<file path="src/rtl/core/cins_pkg.sv">
// ----------------------------------------------------------------------------
// cins_pkg
// Shared types, constants and helpers of the CDF inversion noise sampler.
// ----------------------------------------------------------------------------
package cins_pkg;

    localparam int TABLE_DEPTH = 16;
    localparam int IDX_W       = (TABLE_DEPTH > 1) ? $clog2(TABLE_DEPTH) : 1;
    localparam int CNT_W       = $clog2(TABLE_DEPTH + 1);
    localparam int HI_N        = (TABLE_DEPTH + 1) / 2;

    localparam int WORD_W  = 16;
    localparam int DRAW_W  = 15;
    localparam int SIGN_BIT = 15;
    localparam int CFG_W   = 5;

    localparam logic [CFG_W-1:0] MOD_BITS_RST  = 5'd15;
    localparam logic [CFG_W-1:0] TABLE_LEN_RST = 5'd13;

    typedef enum logic {
        CMD_DRAW  = 1'b0,
        CMD_WRITE = 1'b1
    } t_cmd;

    typedef enum logic [0:0] {
        REG_MODULUS_BITS = 1'b0,
        REG_TABLE_LENGTH = 1'b1
    } t_reg;

    typedef logic [TABLE_DEPTH-1:0][WORD_W-1:0] t_table;
    typedef logic [TABLE_DEPTH-1:0]             t_use;

    typedef struct packed {
        logic valid;
        logic sign;
        logic last;
    } t_ctrl;

    function automatic logic [WORD_W-1:0] f_mod_mask(input logic [CFG_W-1:0] bits);
        logic [WORD_W-1:0] m;
        m = '0;
        for (int b = 0; b < WORD_W; b++) begin
            m[b] = (int'(bits) > b);
        end
        return m;
    endfunction

    function automatic t_use f_use_mask(input logic [CFG_W-1:0] len);
        t_use u;
        u = '0;
        for (int k = 0; k < TABLE_DEPTH; k++) begin
            u[k] = (int'(len) > k);
        end
        return u;
    endfunction

endpackage

</file>
<file path="src/rtl/core/cins_rank.sv">
// ----------------------------------------------------------------------------
// cins_rank
// Two-stage rank unit: compares the draw against every enabled table entry,
// then counts the hits in two registered halves.
// ----------------------------------------------------------------------------
module cins_rank (
    input  logic                                i_clk,
    input  logic                                i_rst_n,
    input  cins_pkg::t_ctrl                     i_ctrl,
    input  logic [cins_pkg::DRAW_W-1:0]         i_draw,
    input  cins_pkg::t_table                    i_table,
    input  cins_pkg::t_use                      i_use,
    output cins_pkg::t_ctrl                     o_ctrl,
    output logic [cins_pkg::CNT_W-1:0]          o_cnt_lo,
    output logic [cins_pkg::CNT_W-1:0]          o_cnt_hi
);

    cins_pkg::t_ctrl                    r_ctrl_c;
    cins_pkg::t_use                     r_hit;
    cins_pkg::t_use                     n_hit;
    cins_pkg::t_ctrl                    r_ctrl_n;
    logic [cins_pkg::CNT_W-1:0]         r_cnt_lo;
    logic [cins_pkg::CNT_W-1:0]         r_cnt_hi;
    logic [cins_pkg::CNT_W-1:0]         n_cnt_lo;
    logic [cins_pkg::CNT_W-1:0]         n_cnt_hi;

    always_comb begin
        for (int k = 0; k < cins_pkg::TABLE_DEPTH; k++) begin
            n_hit[k] = i_use[k] && (i_table[k] <= cins_pkg::WORD_W'(i_draw));
        end
    end

    always_comb begin
        n_cnt_lo = '0;
        n_cnt_hi = '0;
        for (int k = 0; k < cins_pkg::TABLE_DEPTH; k++) begin
            if (k < cins_pkg::HI_N) begin
                n_cnt_lo = n_cnt_lo + cins_pkg::CNT_W'(r_hit[k]);
            end else begin
                n_cnt_hi = n_cnt_hi + cins_pkg::CNT_W'(r_hit[k]);
            end
        end
    end

    always_ff @(posedge i_clk) begin
        if (!i_rst_n) begin
            r_ctrl_c.valid <= 1'b0;
            r_ctrl_n.valid <= 1'b0;
        end else begin
            r_ctrl_c.valid <= i_ctrl.valid;
            r_ctrl_n.valid <= r_ctrl_c.valid;
        end
        r_ctrl_c.sign <= i_ctrl.sign;
        r_ctrl_c.last <= i_ctrl.last;
        r_ctrl_n.sign <= r_ctrl_c.sign;
        r_ctrl_n.last <= r_ctrl_c.last;
        r_hit         <= n_hit;
        r_cnt_lo      <= n_cnt_lo;
        r_cnt_hi      <= n_cnt_hi;
    end

    assign o_ctrl   = r_ctrl_n;
    assign o_cnt_lo = r_cnt_lo;
    assign o_cnt_hi = r_cnt_hi;

endmodule

</file>
<file path="src/rtl/core/cdf_inversion_noise_sampler.sv">
// ----------------------------------------------------------------------------
// cdf_inversion_noise_sampler
// Error sampler by inversion of a cumulative distribution table.
// ----------------------------------------------------------------------------
// One request per clock: busy stays low and a request is taken whenever start
// is high. A draw request gives its result on o_noise_value with o_valid high
// for one cycle; the result passes through the input register, the compare
// stage, the count stage and the output stage. A table write request gives no
// result and is visible to a draw taken on the next edge. Configuration writes
// are always ready and take effect at once.
// Results cannot be held off by the receiver.
// ----------------------------------------------------------------------------
module cdf_inversion_noise_sampler (
    input  logic                            i_clk,
    input  logic                            i_rst_n,
    input  logic                            start,
    output logic                            busy,
    input  logic                            i_command,
    input  logic [15:0]                     i_random_word,
    input  logic [3:0]                      i_entry_index,
    input  logic [15:0]                     i_entry_value,
    input  logic                            i_last_sample,
    output logic                            o_valid,
    output logic [15:0]                     o_noise_value,
    output logic                            o_last_of_matrix,
    input  logic                            i_cfg_valid,
    output logic                            o_cfg_ready,
    input  logic [0:0]                      i_cfg_index,
    input  logic [cins_pkg::CFG_W-1:0]      i_cfg_data
);

    logic                               acc;
    logic                               wr_en;
    logic [cins_pkg::IDX_W-1:0]         wr_idx;

    cins_pkg::t_table                   r_table;
    logic [cins_pkg::WORD_W-1:0]        r_mod_mask;
    cins_pkg::t_use                     r_use;

    cins_pkg::t_ctrl                    r_ctrl_in;
    logic [cins_pkg::DRAW_W-1:0]        r_draw;

    cins_pkg::t_ctrl                    rank_ctrl;
    logic [cins_pkg::CNT_W-1:0]         cnt_lo;
    logic [cins_pkg::CNT_W-1:0]         cnt_hi;

    logic [cins_pkg::CNT_W-1:0]         mag;
    logic [cins_pkg::WORD_W-1:0]        n_noise;
    logic                               r_valid;
    logic [cins_pkg::WORD_W-1:0]        r_noise;
    logic                               r_last;

    assign busy        = 1'b0;
    assign o_cfg_ready = 1'b1;
    assign acc         = start && !busy;
    assign wr_en       = acc && (i_command == cins_pkg::CMD_WRITE)
                         && (int'(i_entry_index) < cins_pkg::TABLE_DEPTH);
    assign wr_idx      = cins_pkg::IDX_W'(i_entry_index);

    // configuration
    always_ff @(posedge i_clk) begin
        if (!i_rst_n) begin
            r_mod_mask <= cins_pkg::f_mod_mask(cins_pkg::MOD_BITS_RST);
            r_use      <= cins_pkg::f_use_mask(cins_pkg::TABLE_LEN_RST);
        end else if (i_cfg_valid && o_cfg_ready) begin
            unique case (cins_pkg::t_reg'(i_cfg_index))
                cins_pkg::REG_MODULUS_BITS: begin
                    r_mod_mask <= cins_pkg::f_mod_mask(i_cfg_data);
                end
                cins_pkg::REG_TABLE_LENGTH: begin
                    r_use <= cins_pkg::f_use_mask(i_cfg_data);
                end
                default: begin
                    r_use <= r_use;
                end
            endcase
        end
    end

    // table store
    always_ff @(posedge i_clk) begin
        if (wr_en) begin
            r_table[wr_idx] <= i_entry_value;
        end
    end

    // input stage
    always_ff @(posedge i_clk) begin
        if (!i_rst_n) begin
            r_ctrl_in.valid <= 1'b0;
        end else begin
            r_ctrl_in.valid <= acc && (i_command == cins_pkg::CMD_DRAW);
        end
        r_ctrl_in.sign <= i_random_word[cins_pkg::SIGN_BIT];
        r_ctrl_in.last <= i_last_sample;
        r_draw         <= i_random_word[cins_pkg::DRAW_W-1:0];
    end

    cins_rank u_rank (
        .i_clk    (i_clk),
        .i_rst_n  (i_rst_n),
        .i_ctrl   (r_ctrl_in),
        .i_draw   (r_draw),
        .i_table  (r_table),
        .i_use    (r_use),
        .o_ctrl   (rank_ctrl),
        .o_cnt_lo (cnt_lo),
        .o_cnt_hi (cnt_hi)
    );

    // output stage
    always_comb begin
        mag     = cnt_lo + cnt_hi;
        n_noise = rank_ctrl.sign ? (cins_pkg::WORD_W'(0) - cins_pkg::WORD_W'(mag))
                                 : cins_pkg::WORD_W'(mag);
        n_noise = n_noise & r_mod_mask;
    end

    always_ff @(posedge i_clk) begin
        if (!i_rst_n) begin
            r_valid <= 1'b0;
        end else begin
            r_valid <= rank_ctrl.valid;
        end
        r_noise <= n_noise;
        r_last  <= rank_ctrl.last;
    end

    assign o_valid          = r_valid;
    assign o_noise_value    = r_noise;
    assign o_last_of_matrix = r_last;

endmodule

</file>
<file path="config.mk">
export PLATFORM = sky130hd
export DESIGN_NAME = cdf_inversion_noise_sampler
export DESIGN_NICKNAME = d
export VERILOG_FILES = /design/src/rtl/core/cins_pkg.sv /design/src/rtl/core/cins_rank.sv /design/src/rtl/core/cdf_inversion_noise_sampler.sv
export SDC_FILE = /design/constraint.sdc
export NUM_CORES = 1
export LEC_CHECK = 0
export BUFFER_PORTS_ARGS = -buffer_cell sky130_fd_sc_hd__buf_2
export CELL_PAD_IN_SITES_DETAIL_PLACEMENT = 0
export CELL_PAD_IN_SITES_GLOBAL_PLACEMENT = 1
export CORE_MARGIN = 10
export CORE_UTILIZATION = 56
export DETAILED_ROUTE_END_ITERATION = 16
export GPL_ROUTABILITY_DRIVEN = 0
export PLACE_DENSITY = 0.85
export SLEW_MARGIN = 10
export SYNTH_ARGS = -nofsm -noshare
export SYNTH_HDL_FRONTEND = slang
export SYNTH_SLANG_ARGS = --single-unit
</file>
<file path="constraint.sdc">
create_clock -name i_clk -period 5.6 [get_ports i_clk]
set_input_delay 0.56 -clock i_clk [delete_from_list [all_inputs] [get_ports i_clk]]
set_output_delay 0.56 -clock i_clk [all_outputs]
set_load 0.005 [all_outputs]
</file>
---- After elaboration in Yosys (flattened, before gate mapping) ----
Index checks and enable logic that the tools add are counted.
storage, ports and cells
  word-level logic and storage cells ...... 112
  input port bits ......................... 48
  bits in registers ....................... 356
  output and inout bits ................... 20
operators by class
  bitwise logic cells ..................... 3
  reductions and logical operators ........ 21
  add/sub/neg operators ................... 16
  muxes and demuxes ....................... 4
  magnitude comparators ................... 34
operators by type and width
  operator                                                                       count
  256-bit bitwise mux                                                            1
  16-bit by 15-bit less-or-equal comparator with 1-bit output                    16
  16-bit demux with 4-bit select                                                 1
  5-bit by 1-bit adder with 5-bit output                                         12
  5-bit by 4-bit > comparator with 1-bit output (second input constant)          8
  16-bit 2-to-1 mux                                                              2
  5-bit by 3-bit > comparator with 1-bit output (second input constant)          4
  1-bit logical AND                                                              19
  16-bit bitwise AND                                                             1
  5-bit by 1-bit > comparator with 1-bit output (second input constant)          2
  5-bit by 2-bit > comparator with 1-bit output (second input constant)          2
  1-bit by 5-bit subtractor with 6-bit output (first input constant)             1
  5-bit adder                                                                    1
  4-bit by 5-bit less-than comparator with 1-bit output (second input constant)  1
  1-bit by 1-bit adder with 2-bit output                                         2
  4-bit by 1-bit >= comparator with 1-bit output (second input constant)         1
  2-bit AND reduction                                                            2
  1-bit NOT                                                                      2

---- Logic depth before layout (Yosys ltp) ----
  depth after elaboration ................. 7
  mapped depth ............................ 9
  mapped depth without buffers ............ 9

---- Hierarchy ----
From an unflattened synthesis, not the netlist that was laid out.
second synthesis, totals
  cell total of the unflattened synthesis .. 1245
  area total of the unflattened synthesis .. 16887.4 um2
by module, submodules not included
  module                       area an instance (um2)  instances  cells an instance  sequential area each (um2)
  cdf_inversion_noise_sampler  10166.0                 1          513                9048.7
  cins_rank                    6721.4                  1          732                600.6

---- Worst setup path after synthesis ----
OpenSTA, ideal clock, no wires.
  kind .................................... input-to-reg
  from .................................... in i_entry_index[2]
  to ...................................... reg r_table[0] (netlist name), enable pin
  arrival ................................. 2128 ps
  stages on the path ...................... 2
  setup time .............................. 409 ps
  slack ................................... 3063 ps
  buffers on the path ..................... 0
  required time ........................... 5191 ps
  path through ............................ or3_1 -> nor3_1
RTL lines
  element                          line                               text
  from (decl)                      cdf_inversion_noise_sampler.sv:20  input logic [3:0] i_entry_index,
  to (signal, indexed assignment)  cdf_inversion_noise_sampler.sv:83  r_table[wr_idx] <= i_entry_value;
  to (decl)                        cdf_inversion_noise_sampler.sv:36  cins_pkg::t_table r_table;

---- Worst setup path after layout ----
  from .................................... reg u_rank.r_hit[9]
  to ...................................... reg u_rank.r_cnt_hi, in the netlist u_rank.o_cnt_hi[2]
on the way
  longest elaborated chain between the ends .. 7
RTL lines
  element                                              line             text
  from (decl)                                          cins_rank.sv:19  cins_pkg::t_use r_hit;
  from (signal assigned)                               cins_rank.sv:57  r_hit <= n_hit;
  1-bit by 1-bit adder with 2-bit output               cins_rank.sv:40  n_cnt_hi = n_cnt_hi + cins_pkg::CNT_W'(r_hit[k]);
  5-bit by 1-bit adder with 5-bit output (6 in a row)  cins_rank.sv:40
  net u_rank.n_cnt_hi (one bit)                        cins_rank.sv:25  logic [cins_pkg::CNT_W-1:0] n_cnt_hi;
  to (signal assigned)                                 cins_rank.sv:59  r_cnt_hi <= n_cnt_hi;
  to (decl)                                            cins_rank.sv:23  logic [cins_pkg::CNT_W-1:0] r_cnt_hi;
The timed path passes the listed nets, and every way through them passes these cells.
A chain may end at the register's enable or synchronous reset.

==> flow_summary.yaml <==
synthesis:
  ys_ff_latch: 354
  syn-cell-area_sq_um: 16580
  synth_ff_type: "edfxtp_1"
  synth-seq-area-share_pct: 58.21
  synth_top_cell_by_area: "edfxtp_1"
  synth.top_cell.area_share_pct: 46.38
  ys_warn_count: 0
  synthCells: 1237
  synth_common_cells: "256 x edfxtp_1, 251 x ha_1, 98 x dfxtp_1, 86 x a21oi_1, 83 x nand2_1"
  syn_nets: 1545
  synth_edf_count: 256
  async_reset_ff_share_pct: 0
  ys_types: 47
  ys_top_cells_by_area: "edfxtp_1 46%, ha_1 19%, dfxtp_1 12%"
  synth_most_common_cell: "edfxtp_1"
  synth.avg_cell_area_sq_um: 13.40
global_routing:
  grt_pass1_wl_um: 62510
  antenna_found_initial: 0
  grt_pass1_vias: 10550
  grt_max_degree: 37
  grtUsageTotal_pct: 22.81
  grt_overflow: 0
sta:
  timing_max_transition_violations_final: 0
  tns_ps: 0
  finalSetupViolations: 0
  hold_viol_final: 0
  post-route-period-util_pct: 47.54
  tightestPinTransition_ps: 1250
  hold_ws_ps: 131.8
  fin_crit_ps: 2662
  max_freq_mhz: 375.7
  skew_ps: 14.87
  max-slew-margin-rel_pct: 16.22
  rsz0062_at_grt: "no"
layout:
  final_cells: 1760
  nets: 1655
  drive_above_1_share_pct: 11.77
  final_area_sq_um: 18790
  area_delta_synth_final_pct: 13.33
  antenna_cells: 0
  fill_cells: 2185
clock_network:
  cts_buffers: 39
  clockBufferDepth: 3
  clk_latency_ps: 530
  cts_sinks: 354
  post_cts_buffers: 0
  cts_resized: 0
  clkTransAtPathRegs_ps: 60
  cts_hold_buf: 0
  cts_tree: "done"
  htreeDepth: 2
  cts_root_buffer: "clkbuf_16"
drt:
  wl_per_cell_um: 23.85
  postRouteAntennaNets: 0
  avgViaCountPerCell: 6.013
  drtPass1Iterations: 5
  route.detailed.drc: 0
  detail_route.wirelength_um: 41980
  vias: 10580
  drt_iter0_markers: 866
hold_path:
  hp-class: "in2reg"
  hold_start: "i_random_word[4]"
power:
  total_power_mw: 6.215
  p_leak_nw: 7.702
  p_per_area_nw_per_um2: 330.8
  irDropWorstVdd_mv: 0.2640
worst_setup_path:
  cp_slowest_cell: "fa_1"
  cp_data_arrival_time_ps: 3070
  cp_data_required_time_ps: 6010
  crit_top_cell: "fa_1"
  startpoint_type: "flip-flop"
  crit_family: "adder cells"
  path_max_fanout: 2
  worstSetupPathType: "reg2reg"
  critical_path.startpoint: "u_rank.r_hit[9]$_DFF_P_"
  cp.buffers_inverters: 1
  path_cells: "ha_1, inv_1, fa_1, fa_1, fa_1, fa_1, xnor2_1"
  rr_startpoint: "u_rank.r_hit[9]$_DFF_P_"
  critPathCaptureType: "flip-flop"
  cpPeakStageDelay_ps: 530
job:
  max_cap_violations: 0
floorplanning:
  boundaryPins: 68
  die_w_um: 192.0
  die_height_um: 192.0
  core_sq_um: 28940
  initial_utilization_pct: 57.29
  rows: 62
  die_area_sq_um: 36880
outcome:
  status: "complete, no violations"
placement:
  dp_hpwl_um: 25470
  postPlaceCellArea_sq_um: 17480
  dp_cells: 1690
  port_buffers: 65
[layout by cell type (no fill, tap or decap), drive strengths merged, types with 3 or more instances in the layout]
cell type and count:
nor4 15, o211ai 44, a21o 34, bufinv 4, buf 87, and3 17, inv 61, nor2 50
o2111ai 3, xnor2 3, a21boi 17, nand4b 17, nor3 7, fa 9, clkbuf 57, and2 9
nand2b 4, nor3b 11, a221o 15, ha 251, o21ai 19, edfxtp 256, or3 4, a31oi 4
o31ai 16, clkinv 5, dfxtp 98, nor2b 20, nand2 83, nand3 17, a21oi 86, o21a 4
nand4 34
[worst paths after layout]
| check | slack, ps | cells after the start | end |
|---|---|---|---|
| worst max-delay path | 2940 | 7 | u_rank.o_cnt_hi[2]$_DFF_P_ |
| worst min register to register | 330 | 0 | u_rank.r_ctrl_c[1]$_DFF_P_ |
| worst min-delay path | 130 | 1 | r_draw[4]$_DFF_P_ |
| worst max register to register | 2940 | 7 | u_rank.o_cnt_hi[2]$_DFF_P_ |
[report_power, final]
part | total, mW | internal, mW | switching, mW
logic | 0.678 | 0.272 | 0.406
registers | 2.96 | 2.92 | 0.0438
clock network | 2.57 | 1.57 | 1.00
[sequential cells by signal (all words and copies together) (netlist names), 4 cells and up]
signal	flops
u_rank.o_cnt_hi	4
r_draw	15
r_use	16
r_mod_mask	16
r_table	256
u_rank.o_cnt_lo	4
o_noise_value	16
u_rank.r_hit	16
[layout make-up]
class                   instances  area, sq um  share of cell area [%]
clock inverters                13        171.4                  0.9125
inverters                      58        217.7                   1.159
repair buffers                 87        490.5                   2.611
well taps                     384        480.5                   2.558
flip-flops and latches        354         9649                   51.37
multi-input cells             807         6660                   35.45
clock buffers                  57         1116                   5.941
[per-stage QoR]
| stage | setup slack [ps] | util, % |
|---|---|---|
| floorplan | 3063 | - |
| global placement | 2974 | 60.43 |
| detailed placement | 2946 | 60.43 |
| CTS | 2945 | 64.88 |
| global route | 2830 | 64.92 |
| finish | 2938 | 64.92 |
[worst register-to-register path, cell delays in order (launching register included)]
cell and delay [ps]:
dfxtp_1 320, ha_1 270, inv_1 40, fa_1 530
fa_1 450, fa_1 420, fa_1 390, xnor2_1 130
[cells by family after synthesis]
group	count (synthesis)	share of synthesized area (%)
AOI/OAI and AO/OA	246	9.851
xor gates and xnor gates	5	0.3926
adders and majority gates	260	20.03
buffers and inverters	76	1.812
DFF	354	58.21
muxes	1	0.06039
other	2	0.04531
and+or+nand+nor	293	9.594
[per-layer routing]
metal	track usage [%]	wire [um]	up-vias
li1	-	-	4986
met1	30.54	18030	5142
met2	37.48	19880	375
met3	3.573	2907	79
met4	7.036	1168	0
met5	0	0	-
(Power assumes the default switching activity.)
